### config.mk
export PLATFORM = sky130hd
export DESIGN_NAME = sweep_and_prune_broadphase
export DESIGN_NICKNAME = d
export VERILOG_FILES = /design/src/sap_pkg.sv /design/src/sap_datapath.sv /design/src/sap_ctrl.sv /design/src/sweep_and_prune_broadphase.sv
export SDC_FILE = /design/constraint.sdc
export NUM_CORES = 2
export LEC_CHECK = 0
export BUFFER_PORTS_ARGS = -buffer_cell sky130_fd_sc_hd__buf_2
export CAP_MARGIN = 40
export CORE_MARGIN = 2
export CORE_UTILIZATION = 35
export DETAILED_ROUTE_END_ITERATION = 10
export HOLD_SLACK_MARGIN = 0.02
export PLACE_DENSITY = 0.59
export SLEW_MARGIN = 5
export SYNTH_ARGS = -nofsm -noshare
export SYNTH_HDL_FRONTEND = slang
export SYNTH_SLANG_ARGS = --single-unit
### constraint.sdc
create_clock -name clk_i -period 8.7 [get_ports clk_i]
set_input_delay 1.74 -clock clk_i [delete_from_list [all_inputs] [get_ports clk_i]]
set_output_delay 1.74 -clock clk_i [all_outputs]
set_load 0.02 [all_outputs]
### src/sap_pkg.sv
// Package for the sweep-and-prune broadphase: sizes, codes and item types.
// No dependencies.
`timescale 1ns / 1ps
package sap_pkg;

  localparam int MaxBodies  = 8;
  localparam int CoordWidth = 16;
  localparam int BodyWidth  = 3;
  localparam int EpCap      = 2 * MaxBodies;
  localparam int EpIdxW     = $clog2(EpCap);
  localparam int EpCntW     = $clog2(EpCap + 1);
  localparam int BodyIdxW   = $clog2(MaxBodies);
  localparam int ResultCap  = 28;
  localparam int ResCntW    = $clog2(ResultCap + 1);

  localparam logic [2:0] ActAdd    = 3'd0;
  localparam logic [2:0] ActRemove = 3'd1;
  localparam logic [2:0] ActBounds = 3'd2;
  localparam logic [2:0] ActSweep  = 3'd3;
  localparam logic [2:0] ActQuery  = 3'd4;

  localparam logic [1:0] StOk      = 2'd0;
  localparam logic [1:0] StPresent = 2'd1;
  localparam logic [1:0] StAbsent  = 2'd2;

  typedef struct packed {
    logic [2:0]                   action;
    logic [2:0]                   body;
    logic signed [CoordWidth-1:0] x_min;
    logic signed [CoordWidth-1:0] x_max;
    logic signed [CoordWidth-1:0] y_min;
    logic signed [CoordWidth-1:0] y_max;
  } in_item_t;

  typedef struct packed {
    logic [1:0] status;
    logic       pair_valid;
    logic [2:0] first_body;
    logic [2:0] second_body;
    logic       last;
  } out_item_t;

  typedef struct packed {
    logic signed [CoordWidth-1:0] value;
    logic                         is_min;
    logic [BodyIdxW-1:0]          owner;
  } endpoint_t;

  // Controller to datapath commands.
  typedef struct packed {
    logic load;       // capture input item
    logic do_add;
    logic do_bounds;
    logic rm_start;   // clear compaction pointers and pairs
    logic rm_step;    // one compaction step
    logic rm_finish;
    logic fill_step;  // refresh one endpoint value
    logic sort_init;  // i = 1
    logic sort_load;  // j = i
    logic sort_step;  // one compare/swap
    logic sort_next;  // i++
    logic q_init;
    logic q_step;     // advance pair scan
    logic ctr_clr;    // clear generic index
  } cmd_t;

  typedef struct packed {
    logic [2:0] action;
    logic       body_ok;     // index in range
    logic       present;
    logic       rm_done;
    logic       fill_done;
    logic       sort_done;   // i >= count
    logic       inner_done;  // j==0 or mover > left
    logic       q_done;      // scan exhausted or cap reached
    logic       q_hit;       // current pair reported
    logic       q_any;       // something reported so far
    logic [2:0] q_a;
    logic [2:0] q_b;
  } sts_t;

endpackage

### src/sap_datapath.sv
// Datapath of the sweep-and-prune broadphase: bounds, endpoint list, pair bits.
// Depends on sap_pkg.
`timescale 1ns / 1ps
module sap_datapath import sap_pkg::*; (
  input  logic     clk_i,
  input  logic     rst_ni,
  input  in_item_t item_i,
  input  cmd_t     cmd_i,
  output sts_t     sts_o
);

  logic signed [CoordWidth-1:0] xlo_q [MaxBodies];
  logic signed [CoordWidth-1:0] xhi_q [MaxBodies];
  logic signed [CoordWidth-1:0] ylo_q [MaxBodies];
  logic signed [CoordWidth-1:0] yhi_q [MaxBodies];
  logic [MaxBodies-1:0]         present_q;
  endpoint_t                    ep_q [EpCap];
  logic [EpCntW-1:0]            cnt_q;
  logic [MaxBodies-1:0]         pair_q [MaxBodies];
  in_item_t                     it_q;

  logic [EpCntW-1:0]   ri_q;   // read pointer / fill / sort outer
  logic [EpCntW-1:0]   wi_q;   // write pointer / sort inner j
  logic [BodyIdxW:0]   qa_q, qb_q;
  logic [ResCntW-1:0]  qn_q;
  logic                qany_q;

  logic [BodyIdxW-1:0] bidx;
  assign bidx = it_q.body[BodyIdxW-1:0];

  endpoint_t mover, left;
  logic [EpIdxW-1:0] jidx, jm1;
  assign jidx  = wi_q[EpIdxW-1:0];
  assign jm1   = jidx - 1'b1;
  assign mover = ep_q[jidx];
  assign left  = ep_q[jm1];

  logic qa_ok, qb_ok, q_ov, q_pair;
  logic [BodyIdxW-1:0] qa, qb;
  assign qa    = qa_q[BodyIdxW-1:0];
  assign qb    = qb_q[BodyIdxW-1:0];
  assign qa_ok = qa_q < (BodyIdxW+1)'(MaxBodies);
  assign qb_ok = qb_q < (BodyIdxW+1)'(MaxBodies);
  assign q_ov  = (ylo_q[qa] <= yhi_q[qb]) && (ylo_q[qb] <= yhi_q[qa]);
  assign q_pair = qa_ok && qb_ok && pair_q[qa][qb];

  always_comb begin
    sts_o            = '0;
    sts_o.action     = it_q.action;
    sts_o.body_ok    = {1'b0, it_q.body} < 4'(MaxBodies);
    sts_o.present    = present_q[bidx];
    sts_o.rm_done    = ri_q >= cnt_q;
    sts_o.fill_done  = ri_q >= cnt_q;
    sts_o.sort_done  = ri_q >= cnt_q;
    sts_o.inner_done = (wi_q == '0) || (mover.value > left.value);
    sts_o.q_done     = !qa_ok || (qn_q >= ResCntW'(ResultCap));
    sts_o.q_hit      = q_pair && q_ov && qn_q < ResCntW'(ResultCap);
    sts_o.q_any      = qany_q;
    sts_o.q_a        = 3'(qa_q);
    sts_o.q_b        = 3'(qb_q);
  end

  always_ff @(posedge clk_i) begin
    if (cmd_i.load) it_q <= item_i;
  end

  always_ff @(posedge clk_i or negedge rst_ni) begin
    if (!rst_ni) begin
      for (int k = 0; k < MaxBodies; k++) begin
        xlo_q[k] <= '0; xhi_q[k] <= '0; ylo_q[k] <= '0; yhi_q[k] <= '0;
        pair_q[k] <= '0;
      end
      for (int k = 0; k < EpCap; k++) ep_q[k] <= '0;
      present_q <= '0;
      cnt_q     <= '0;
      ri_q      <= '0;
      wi_q      <= '0;
      qa_q      <= '0;
      qb_q      <= '0;
      qn_q      <= '0;
      qany_q    <= 1'b0;
    end else begin
      if (cmd_i.ctr_clr) ri_q <= '0;
      if (cmd_i.do_bounds) begin
        xlo_q[bidx] <= it_q.x_min;
        xhi_q[bidx] <= it_q.x_max;
        ylo_q[bidx] <= it_q.y_min;
        yhi_q[bidx] <= it_q.y_max;
      end
      if (cmd_i.do_add) begin
        if (cnt_q + 2'd2 <= EpCntW'(EpCap)) begin
          ep_q[cnt_q[EpIdxW-1:0]]        <= '{value: '0, is_min: 1'b1, owner: bidx};
          ep_q[cnt_q[EpIdxW-1:0] + 1'b1] <= '{value: '0, is_min: 1'b0, owner: bidx};
          cnt_q <= cnt_q + 2'd2;
        end
        present_q[bidx] <= 1'b1;
      end
      if (cmd_i.rm_start) begin
        ri_q <= '0;
        wi_q <= '0;
        for (int k = 0; k < MaxBodies; k++) begin
          pair_q[k][bidx] <= 1'b0;
          pair_q[bidx][k] <= 1'b0;
        end
      end
      // Compact: copy entries that do not belong to the removed body.
      if (cmd_i.rm_step) begin
        if (ep_q[ri_q[EpIdxW-1:0]].owner != bidx) begin
          ep_q[wi_q[EpIdxW-1:0]] <= ep_q[ri_q[EpIdxW-1:0]];
          wi_q <= wi_q + 1'b1;
        end
        ri_q <= ri_q + 1'b1;
      end
      if (cmd_i.rm_finish) begin
        for (int k = 0; k < EpCap; k++)
          if (EpCntW'(k) >= wi_q) ep_q[k] <= '0;
        cnt_q <= wi_q;
        present_q[bidx] <= 1'b0;
      end
      if (cmd_i.fill_step) begin
        ep_q[ri_q[EpIdxW-1:0]].value <= ep_q[ri_q[EpIdxW-1:0]].is_min ?
          xlo_q[ep_q[ri_q[EpIdxW-1:0]].owner] : xhi_q[ep_q[ri_q[EpIdxW-1:0]].owner];
        ri_q <= ri_q + 1'b1;
      end
      if (cmd_i.sort_init) ri_q <= EpCntW'(1);
      if (cmd_i.sort_load) wi_q <= ri_q;
      if (cmd_i.sort_next) ri_q <= ri_q + 1'b1;
      // Swap mover left past an equal-or-greater neighbor; track pairs.
      if (cmd_i.sort_step) begin
        if (mover.owner != left.owner) begin
          if (mover.is_min && !left.is_min) begin
            if (mover.owner < left.owner) pair_q[mover.owner][left.owner] <= 1'b1;
            else                          pair_q[left.owner][mover.owner] <= 1'b1;
          end
          if (!mover.is_min && left.is_min) begin
            if (mover.owner < left.owner) pair_q[mover.owner][left.owner] <= 1'b0;
            else                          pair_q[left.owner][mover.owner] <= 1'b0;
          end
        end
        ep_q[jidx] <= left;
        ep_q[jm1]  <= mover;
        wi_q <= wi_q - 1'b1;
      end
      if (cmd_i.q_init) begin
        qa_q   <= '0;
        qb_q   <= (BodyIdxW+1)'(1);
        qn_q   <= '0;
        qany_q <= 1'b0;
      end
      if (cmd_i.q_step) begin
        if (sts_o.q_hit) begin
          qn_q   <= qn_q + 1'b1;
          qany_q <= 1'b1;
        end
        if (qb_q + 1'b1 >= (BodyIdxW+1)'(MaxBodies)) begin
          qa_q <= qa_q + 1'b1;
          qb_q <= qa_q + 2'd2;
        end else begin
          qb_q <= qb_q + 1'b1;
        end
      end
    end
  end

endmodule

### src/sap_ctrl.sv
// Controller of the sweep-and-prune broadphase: sequences actions, drives output.
// Depends on sap_pkg.
`timescale 1ns / 1ps
module sap_ctrl import sap_pkg::*; (
  input  logic      clk_i,
  input  logic      rst_ni,
  input  logic      in_valid_i,
  output logic      in_stall_o,
  output logic      out_valid_o,
  input  logic      out_stall_i,
  output out_item_t out_item_o,
  output cmd_t      cmd_o,
  input  sts_t      sts_i
);

  typedef enum logic [8:0] {
    S_IDLE   = 9'b000000001,
    S_DEC    = 9'b000000010,
    S_RM     = 9'b000000100,
    S_FILL   = 9'b000001000,
    S_SORTI  = 9'b000010000,
    S_SORTJ  = 9'b000100000,
    S_QUERY  = 9'b001000000,
    S_QHOLD  = 9'b010000000,
    S_DONE   = 9'b100000000
  } state_e;

  state_e    state_q, state_d;
  logic      ov_q, ov_d;
  out_item_t oi_q, oi_d;
  logic      slot_free;

  assign slot_free   = !ov_q || !out_stall_i;
  assign in_stall_o  = (state_q != S_IDLE);
  assign out_valid_o = ov_q;
  assign out_item_o  = oi_q;

  always_comb begin
    state_d = state_q;
    ov_d    = ov_q && out_stall_i;
    oi_d    = oi_q;
    cmd_o   = '0;
    case (state_q)
      S_IDLE: begin
        if (in_valid_i) begin
          cmd_o.load = 1'b1;
          state_d = S_DEC;
        end
      end
      S_DEC: begin
        if (slot_free) begin
          oi_d = '{status: StOk, pair_valid: 1'b0, first_body: 3'd0,
                   second_body: 3'd0, last: 1'b1};
          state_d = S_IDLE;
          ov_d    = 1'b1;
          if (sts_i.action <= ActBounds && !sts_i.body_ok) begin
            oi_d.status = StAbsent;
          end else begin
            case (sts_i.action)
              ActAdd: begin
                if (sts_i.present) oi_d.status = StPresent;
                else cmd_o.do_add = 1'b1;
              end
              ActRemove: begin
                if (!sts_i.present) oi_d.status = StAbsent;
                else begin
                  cmd_o.rm_start = 1'b1;
                  ov_d    = ov_q && out_stall_i;
                  state_d = S_RM;
                end
              end
              ActBounds: cmd_o.do_bounds = 1'b1;
              ActSweep: begin
                cmd_o.ctr_clr = 1'b1;
                ov_d    = ov_q && out_stall_i;
                state_d = S_FILL;
              end
              ActQuery: begin
                cmd_o.q_init = 1'b1;
                ov_d    = ov_q && out_stall_i;
                state_d = S_QUERY;
              end
              default: ;
            endcase
          end
        end
      end
      S_RM: begin
        if (sts_i.rm_done) begin
          cmd_o.rm_finish = 1'b1;
          state_d = S_DONE;
        end else cmd_o.rm_step = 1'b1;
      end
      S_FILL: begin
        if (sts_i.fill_done) begin
          cmd_o.sort_init = 1'b1;
          state_d = S_SORTI;
        end else cmd_o.fill_step = 1'b1;
      end
      S_SORTI: begin
        if (sts_i.sort_done) state_d = S_DONE;
        else begin
          cmd_o.sort_load = 1'b1;
          state_d = S_SORTJ;
        end
      end
      S_SORTJ: begin
        if (sts_i.inner_done) begin
          cmd_o.sort_next = 1'b1;
          state_d = S_SORTI;
        end else cmd_o.sort_step = 1'b1;
      end
      // Scan one pair per cycle; a hit after the first waits for the output slot.
      S_QUERY: begin
        if (sts_i.q_done) begin
          if (!sts_i.q_any) state_d = S_DONE;
          else if (slot_free) begin
            // Pending hit held in oi_q is emitted with last set.
            state_d = S_IDLE;
            ov_d    = 1'b1;
            oi_d.last = 1'b1;
          end
        end else if (sts_i.q_hit) begin
          if (!sts_i.q_any) begin
            oi_d = '{status: StOk, pair_valid: 1'b1, first_body: sts_i.q_a,
                     second_body: sts_i.q_b, last: 1'b0};
            cmd_o.q_step = 1'b1;
          end else if (slot_free) begin
            ov_d = 1'b1;
            state_d = S_QHOLD;
          end
        end else cmd_o.q_step = 1'b1;
      end
      // Previous hit leaves; load the current one as pending, unless output stalls.
      S_QHOLD: begin
        oi_d = '{status: StOk, pair_valid: 1'b1, first_body: sts_i.q_a,
                 second_body: sts_i.q_b, last: 1'b0};
        cmd_o.q_step = 1'b1;
        state_d = S_QUERY;
        if (ov_q && out_stall_i) begin
          oi_d = oi_q;
          cmd_o.q_step = 1'b0;
          state_d = S_QHOLD;
        end
      end
      S_DONE: begin
        if (slot_free) begin
          oi_d = '{status: StOk, pair_valid: 1'b0, first_body: 3'd0,
                   second_body: 3'd0, last: 1'b1};
          ov_d = 1'b1;
          state_d = S_IDLE;
        end
      end
      default: state_d = S_IDLE;
    endcase
  end

  always_ff @(posedge clk_i or negedge rst_ni) begin
    if (!rst_ni) begin
      state_q <= S_IDLE;
      ov_q    <= 1'b0;
    end else begin
      state_q <= state_d;
      ov_q    <= ov_d;
    end
  end

  always_ff @(posedge clk_i) begin
    oi_q <= oi_d;
  end

endmodule

### src/sweep_and_prune_broadphase.sv
// Top level of the sweep-and-prune broadphase: controller plus datapath.
// Depends on sap_pkg, sap_ctrl, sap_datapath.
//
// Input channel in_valid_i / in_stall_o carries one action item (add, remove,
// bounds write, sweep, query). Output channel out_valid_o / out_stall_i
// carries result items; each action gives one result except a query, which
// gives one per reported pair with last set on the final one, or one if none.
// One item is worked at a time; in_stall_o is high from acceptance until the
// final result has been loaded into the output register.
// Add, bounds write and unknown actions are answered from decode; remove
// compacts the endpoint list, one endpoint compacted per cycle; sweep
// refreshes every endpoint value, then insertion-sorts the list by
// compare/swap steps with a check between outer passes; query scans the
// 28 pair slots and reports each pair whose bounds overlap.
// Within an outer pass, the endpoint list is updated one compare/swap a cycle.
// Reset clears bounds, presence, endpoint list and pair bits at once.
// A stalled output holds its item; the scan waits until the register frees.
`timescale 1ns / 1ps
module sweep_and_prune_broadphase import sap_pkg::*; (
  input  logic      clk_i,
  input  logic      rst_ni,
  input  logic      in_valid_i,
  output logic      in_stall_o,
  input  in_item_t  in_item_i,
  output logic      out_valid_o,
  input  logic      out_stall_i,
  output out_item_t out_item_o
);

  cmd_t cmd;
  sts_t sts;

  sap_ctrl u_ctrl (
    .clk_i, .rst_ni, .in_valid_i, .in_stall_o, .out_valid_o, .out_stall_i,
    .out_item_o, .cmd_o(cmd), .sts_i(sts)
  );

  sap_datapath u_dp (
    .clk_i, .rst_ni, .item_i(in_item_i), .cmd_i(cmd), .sts_o(sts)
  );

endmodule

==> key figures <==
STA
  – Final min period: around 7.2 ns
  – Peak Freq: around 140 MHz
  – PnR worst setup slack: ~1.5 ns
  – Setup TNS: 0 ns
  – Final setup violation count: 0
  – Final worst path period share: 0.823
  – Hold Vio Cnt, Final: 0
  – Max-slew violation count: 0
  – Slew @ Worst Pin: roughly 1.0 ns
  – Slew HR: 0.305
  – RSZ-0062 raised after global routing: false
  – Worst Clk Skew: between 0.03 and 0.04 ns

Route
  – DRC viols: 0
  – Wire per inst: 34.7 µm
  – Via count: between 60k and 70k
  – WL final: about 320000 µm
  – M1 wire length: 125000 µm
  – Initial drt markers: between 10k and 15k
  – DRT Pass-1 Iters: 9
  – Routed wl met2: approximately 140000 µm
  – WL met3: around 43000 µm
  – Highest Signal Layer: met5
  – Via count normalized by instance count: 6.83
  – Antenna-violating nets left: 0

Floorplanning
  – Chip height: 444 µm
  – Die Area: approximately 200000 µm²
  – Core Rows: around 160
  – Width of the die: 444 µm
  – Initial Util: 0.352
  – I/O pin count: 86
  – Core Box Area: between 150000 and 200000 µm²

Worst setup path
  – Crit path kind: flip-flop to flip-flop
  – CP Data Arrival Time: 7.88 ns
  – Worst Path Max Fanout: 34
  – Worst path bufs/invs: 6
  – CP Launch Type: flip-flop
  – Crit path required time: ~9.4 ns
  – Largest delay contributor family on the critical path: compound AO/OA/AOI/OAI gates
  – Crit-path slowest cell: dfrtp_4
  – CP max stage delay: ~0.86 ns
  – Crit. End Element: flip-flop
  – Cell Chain, Critical Path: inv_1, buf_4, ha_4, xnor2_2, buf_4, nand2_1, nand3_1, o21a_1, inv_1, ha_1, and4_1, nand4_1, a21o_1, a31o_2, and2_4, buf_4, a21oi_1, inv_1, o311a_1, o21ai_0

Clocking
  – Clk Latency, worst-skew pair: 0.82 ns
  – Post-CTS Setup Bufs: 0
  – Root buf cell: clkbuf_16
  – Resized cells post-CTS: 0
  – CTS Buffer Depth: 3
  – Clock tree from TritonCTS: built
  – Clock Sinks: a little over 1k
  – Inserted Clock Buffers: 130
  – Clk pin slew, worst setup/hold paths: ~0.060 ns
  – H-tree depth: 4
  – Hold_buf cts: 0

Synth
  – Post-synth top area share: 0.348
  – Largest family of logic cells by synthesized area: multiplexers
  – Mux cell area share after synthesis: 0.245
  – Post-synthesis adder-cell area fraction: 0.0131
  – Number of flops mapped to enable cells by yosys: 80
  – Mapped cell area: between 60000 and 70000 µm²
  – Post-synthesis simple-gate area fraction: 0.139
  – Ys async rst share: 0.922
  – Compound-Gate Fraction of Synth Area: 0.173
  – Yosys top cell by area: dfrtp_1
  – Register bit total from synthesis: 1023
  – Synth Flop Type: dfrtp_1
  – Post-synthesis cell type count: 95
  – Mapped Cells: 6819
  – Mapped Avg Cell Area: 9.92 µm²
  – YS warnings: 0
  – Syn nets: approximately 7k
  – XOR/XNOR Fraction of Synth Area: 0.00283
  – Sequential-to-total area share from yosys stat: 0.384
  – Synth top area cells: dfrtp_1 (35%), mux4_2 (12%), mux2_2 (9.7%), nand2_1 (4.8%), edfxtp_1 (3.5%)

Global route
  – GRT overflow: 0
  – GRT Total Usage: 0.321
  – Vias in the first global route: just over 60k
  – Largest net degree at the start of global routing: about 170
  – Number of antenna violations at the first check in global routing: 18
  – First-pass GRT wire length: about 460000 µm

Place
  – DP Area: 72100 µm²
  – IO Port Bufs: 85
  – Placed insts: ~9.1k
  – Detailed Place HPWL: approximately 220000 µm
  – Pre-CTS worst setup slack: roughly 1.7 ns
  – Routability cong.: between 1 and 1.5

Pwr
  – Leak: approximately 0.031 µW
  – Peak supply drop: about 0.33 mV
  – Power density over the cells: ~350 nW/µm²
  – Total chip power: between 20000 and 30000 µW

Layout
  – Fraction of layout cells with a size suffix above 1: 0.244
  – Cell Count, Final, Fillers Out: approximately 9.4k
  – # nets final: 6867
  – Finished Cell Area: between 70000 and 80000 µm²
  – Synthesis-to-layout area growth: 12.9%

Flow run
  – Max_cap viols: 0

Min path
  – Hold Path Class: flip-flop to flip-flop

Outcome
  – Status: completed
placed cells by master, fill, tap and decap left out, drive strengths merged, types with 33 or more instances in the layout:
cell    count
nor2      503
a211oi     36
mux2      581
a22oi     202
nand4      61
mux4      353
a21oi     321
o21ai     380
o221ai     65
a31oi     125
nand2     859
dfrtp     942
o22ai     199
or3        33
and2       47
and3      129
ha         71
clkbuf    199
buf       427
mux2i     205
nor3       96
o211ai    133
nand3     231
a221oi     47
inv        52
edfxtp     80
nand2b     36
power by group:
part	total, µW	internal [µW]	switching, µW
logic	14700	4230	10500
registers	6490	5540	948
clock network	5590	3280	2310
cell families (layout without fill, tap and decap cells):
| family | count (synthesis) | in the layout |
|---|---|---|
| buffers and inverters | 708 | 710 |
| flip-flops | 1023 | 1023 |
| AND/OR/NAND/NOR | 2086 | 2086 |
| other | 0 | 7 |
| AO/OA/AOI/OAI | 1771 | 1771 |
| adder cells (fa/ha/maj) | 71 | 71 |
| XOR/XNOR | 21 | 21 |
| multiplexers | 1139 | 1139 |
synth_stat cells, types with 125 or more instances:
cell type and n:
a21oi_1 321, a22oi_1 202, a31oi_1 125, and3_1 129, clkbuf_1 456, dfrtp_1 942
mux2_2 580, mux2i_1 202, mux4_2 353, nand2_1 859, nand3_1 231, nor2_1 502
o21ai_0 333, o22ai_1 199
layout make-up:
type,count,area [µm²]
tap,2526,3160
fill,18600,116000
clock buffer,199,3800
timing repair buffer,427,3600
antenna,7,17.5
clock inverter,32,499
inverter,52,195
multi-input combinational,5088,39100
sequential,1023,26000
layer usage:
layer | global-route usage | vias to the layer above
met1 | 0.424 | 32300
met3 | 0.112 | 1086
met4 | 0.159 | 20
met5 | 0.00122 | -
li1 | - | 25700
met2 | 0.463 | 4840
sequential cells by signal (all words and copies together), names as in the netlist, 9 cells and up, named ones only:
| name | cells |
|---|---|
| u_ctrl.state_q | 9 |
| u_dp.it_q | 64 |
| u_dp.xlo_q | 128 |
| u_ctrl.out_item_o | 10 |
| u_dp.xhi_q | 128 |
| u_dp.yhi_q | 128 |
| u_dp.ep_q | 320 |
| u_dp.pair_q | 64 |
| u_dp.ylo_q | 128 |
final timing paths:
path | startpoint | to | slack (ns) | cells past startpoint
min | u_dp.xlo_q[47]$_DFFE_PN0P_ | u_dp.xlo_q[47]$_DFFE_PN0P_ | 0.50 | 1
min reg2reg | u_dp.xlo_q[47]$_DFFE_PN0P_ | u_dp.xlo_q[47]$_DFFE_PN0P_ | 0.50 | 1
max reg2reg | u_dp.wi_q[1]$_DFF_PN0_ | u_dp.ep_q[154]$_DFF_PN0_ | 1.54 | 20
min in group asynchronous | rst_ni | u_dp.ep_q[10]$_DFF_PN0_ | 0.92 | 1
max in group asynchronous | rst_ni | u_dp.xlo_q[17]$_DFFE_PN0P_ | 5.74 | 3
max | u_dp.wi_q[1]$_DFF_PN0_ | u_dp.ep_q[154]$_DFF_PN0_ | 1.54 | 20
stage by stage:
step	hold slack, ns	util
final	0.499	0.397
after global routing	0.514	0.397
after CTS	0.500	0.397
after detailed placement	0.487	0.375
after global placement	0.480	0.369
after floorplan	0.471	-
Power figures use the tool's default switching activity.
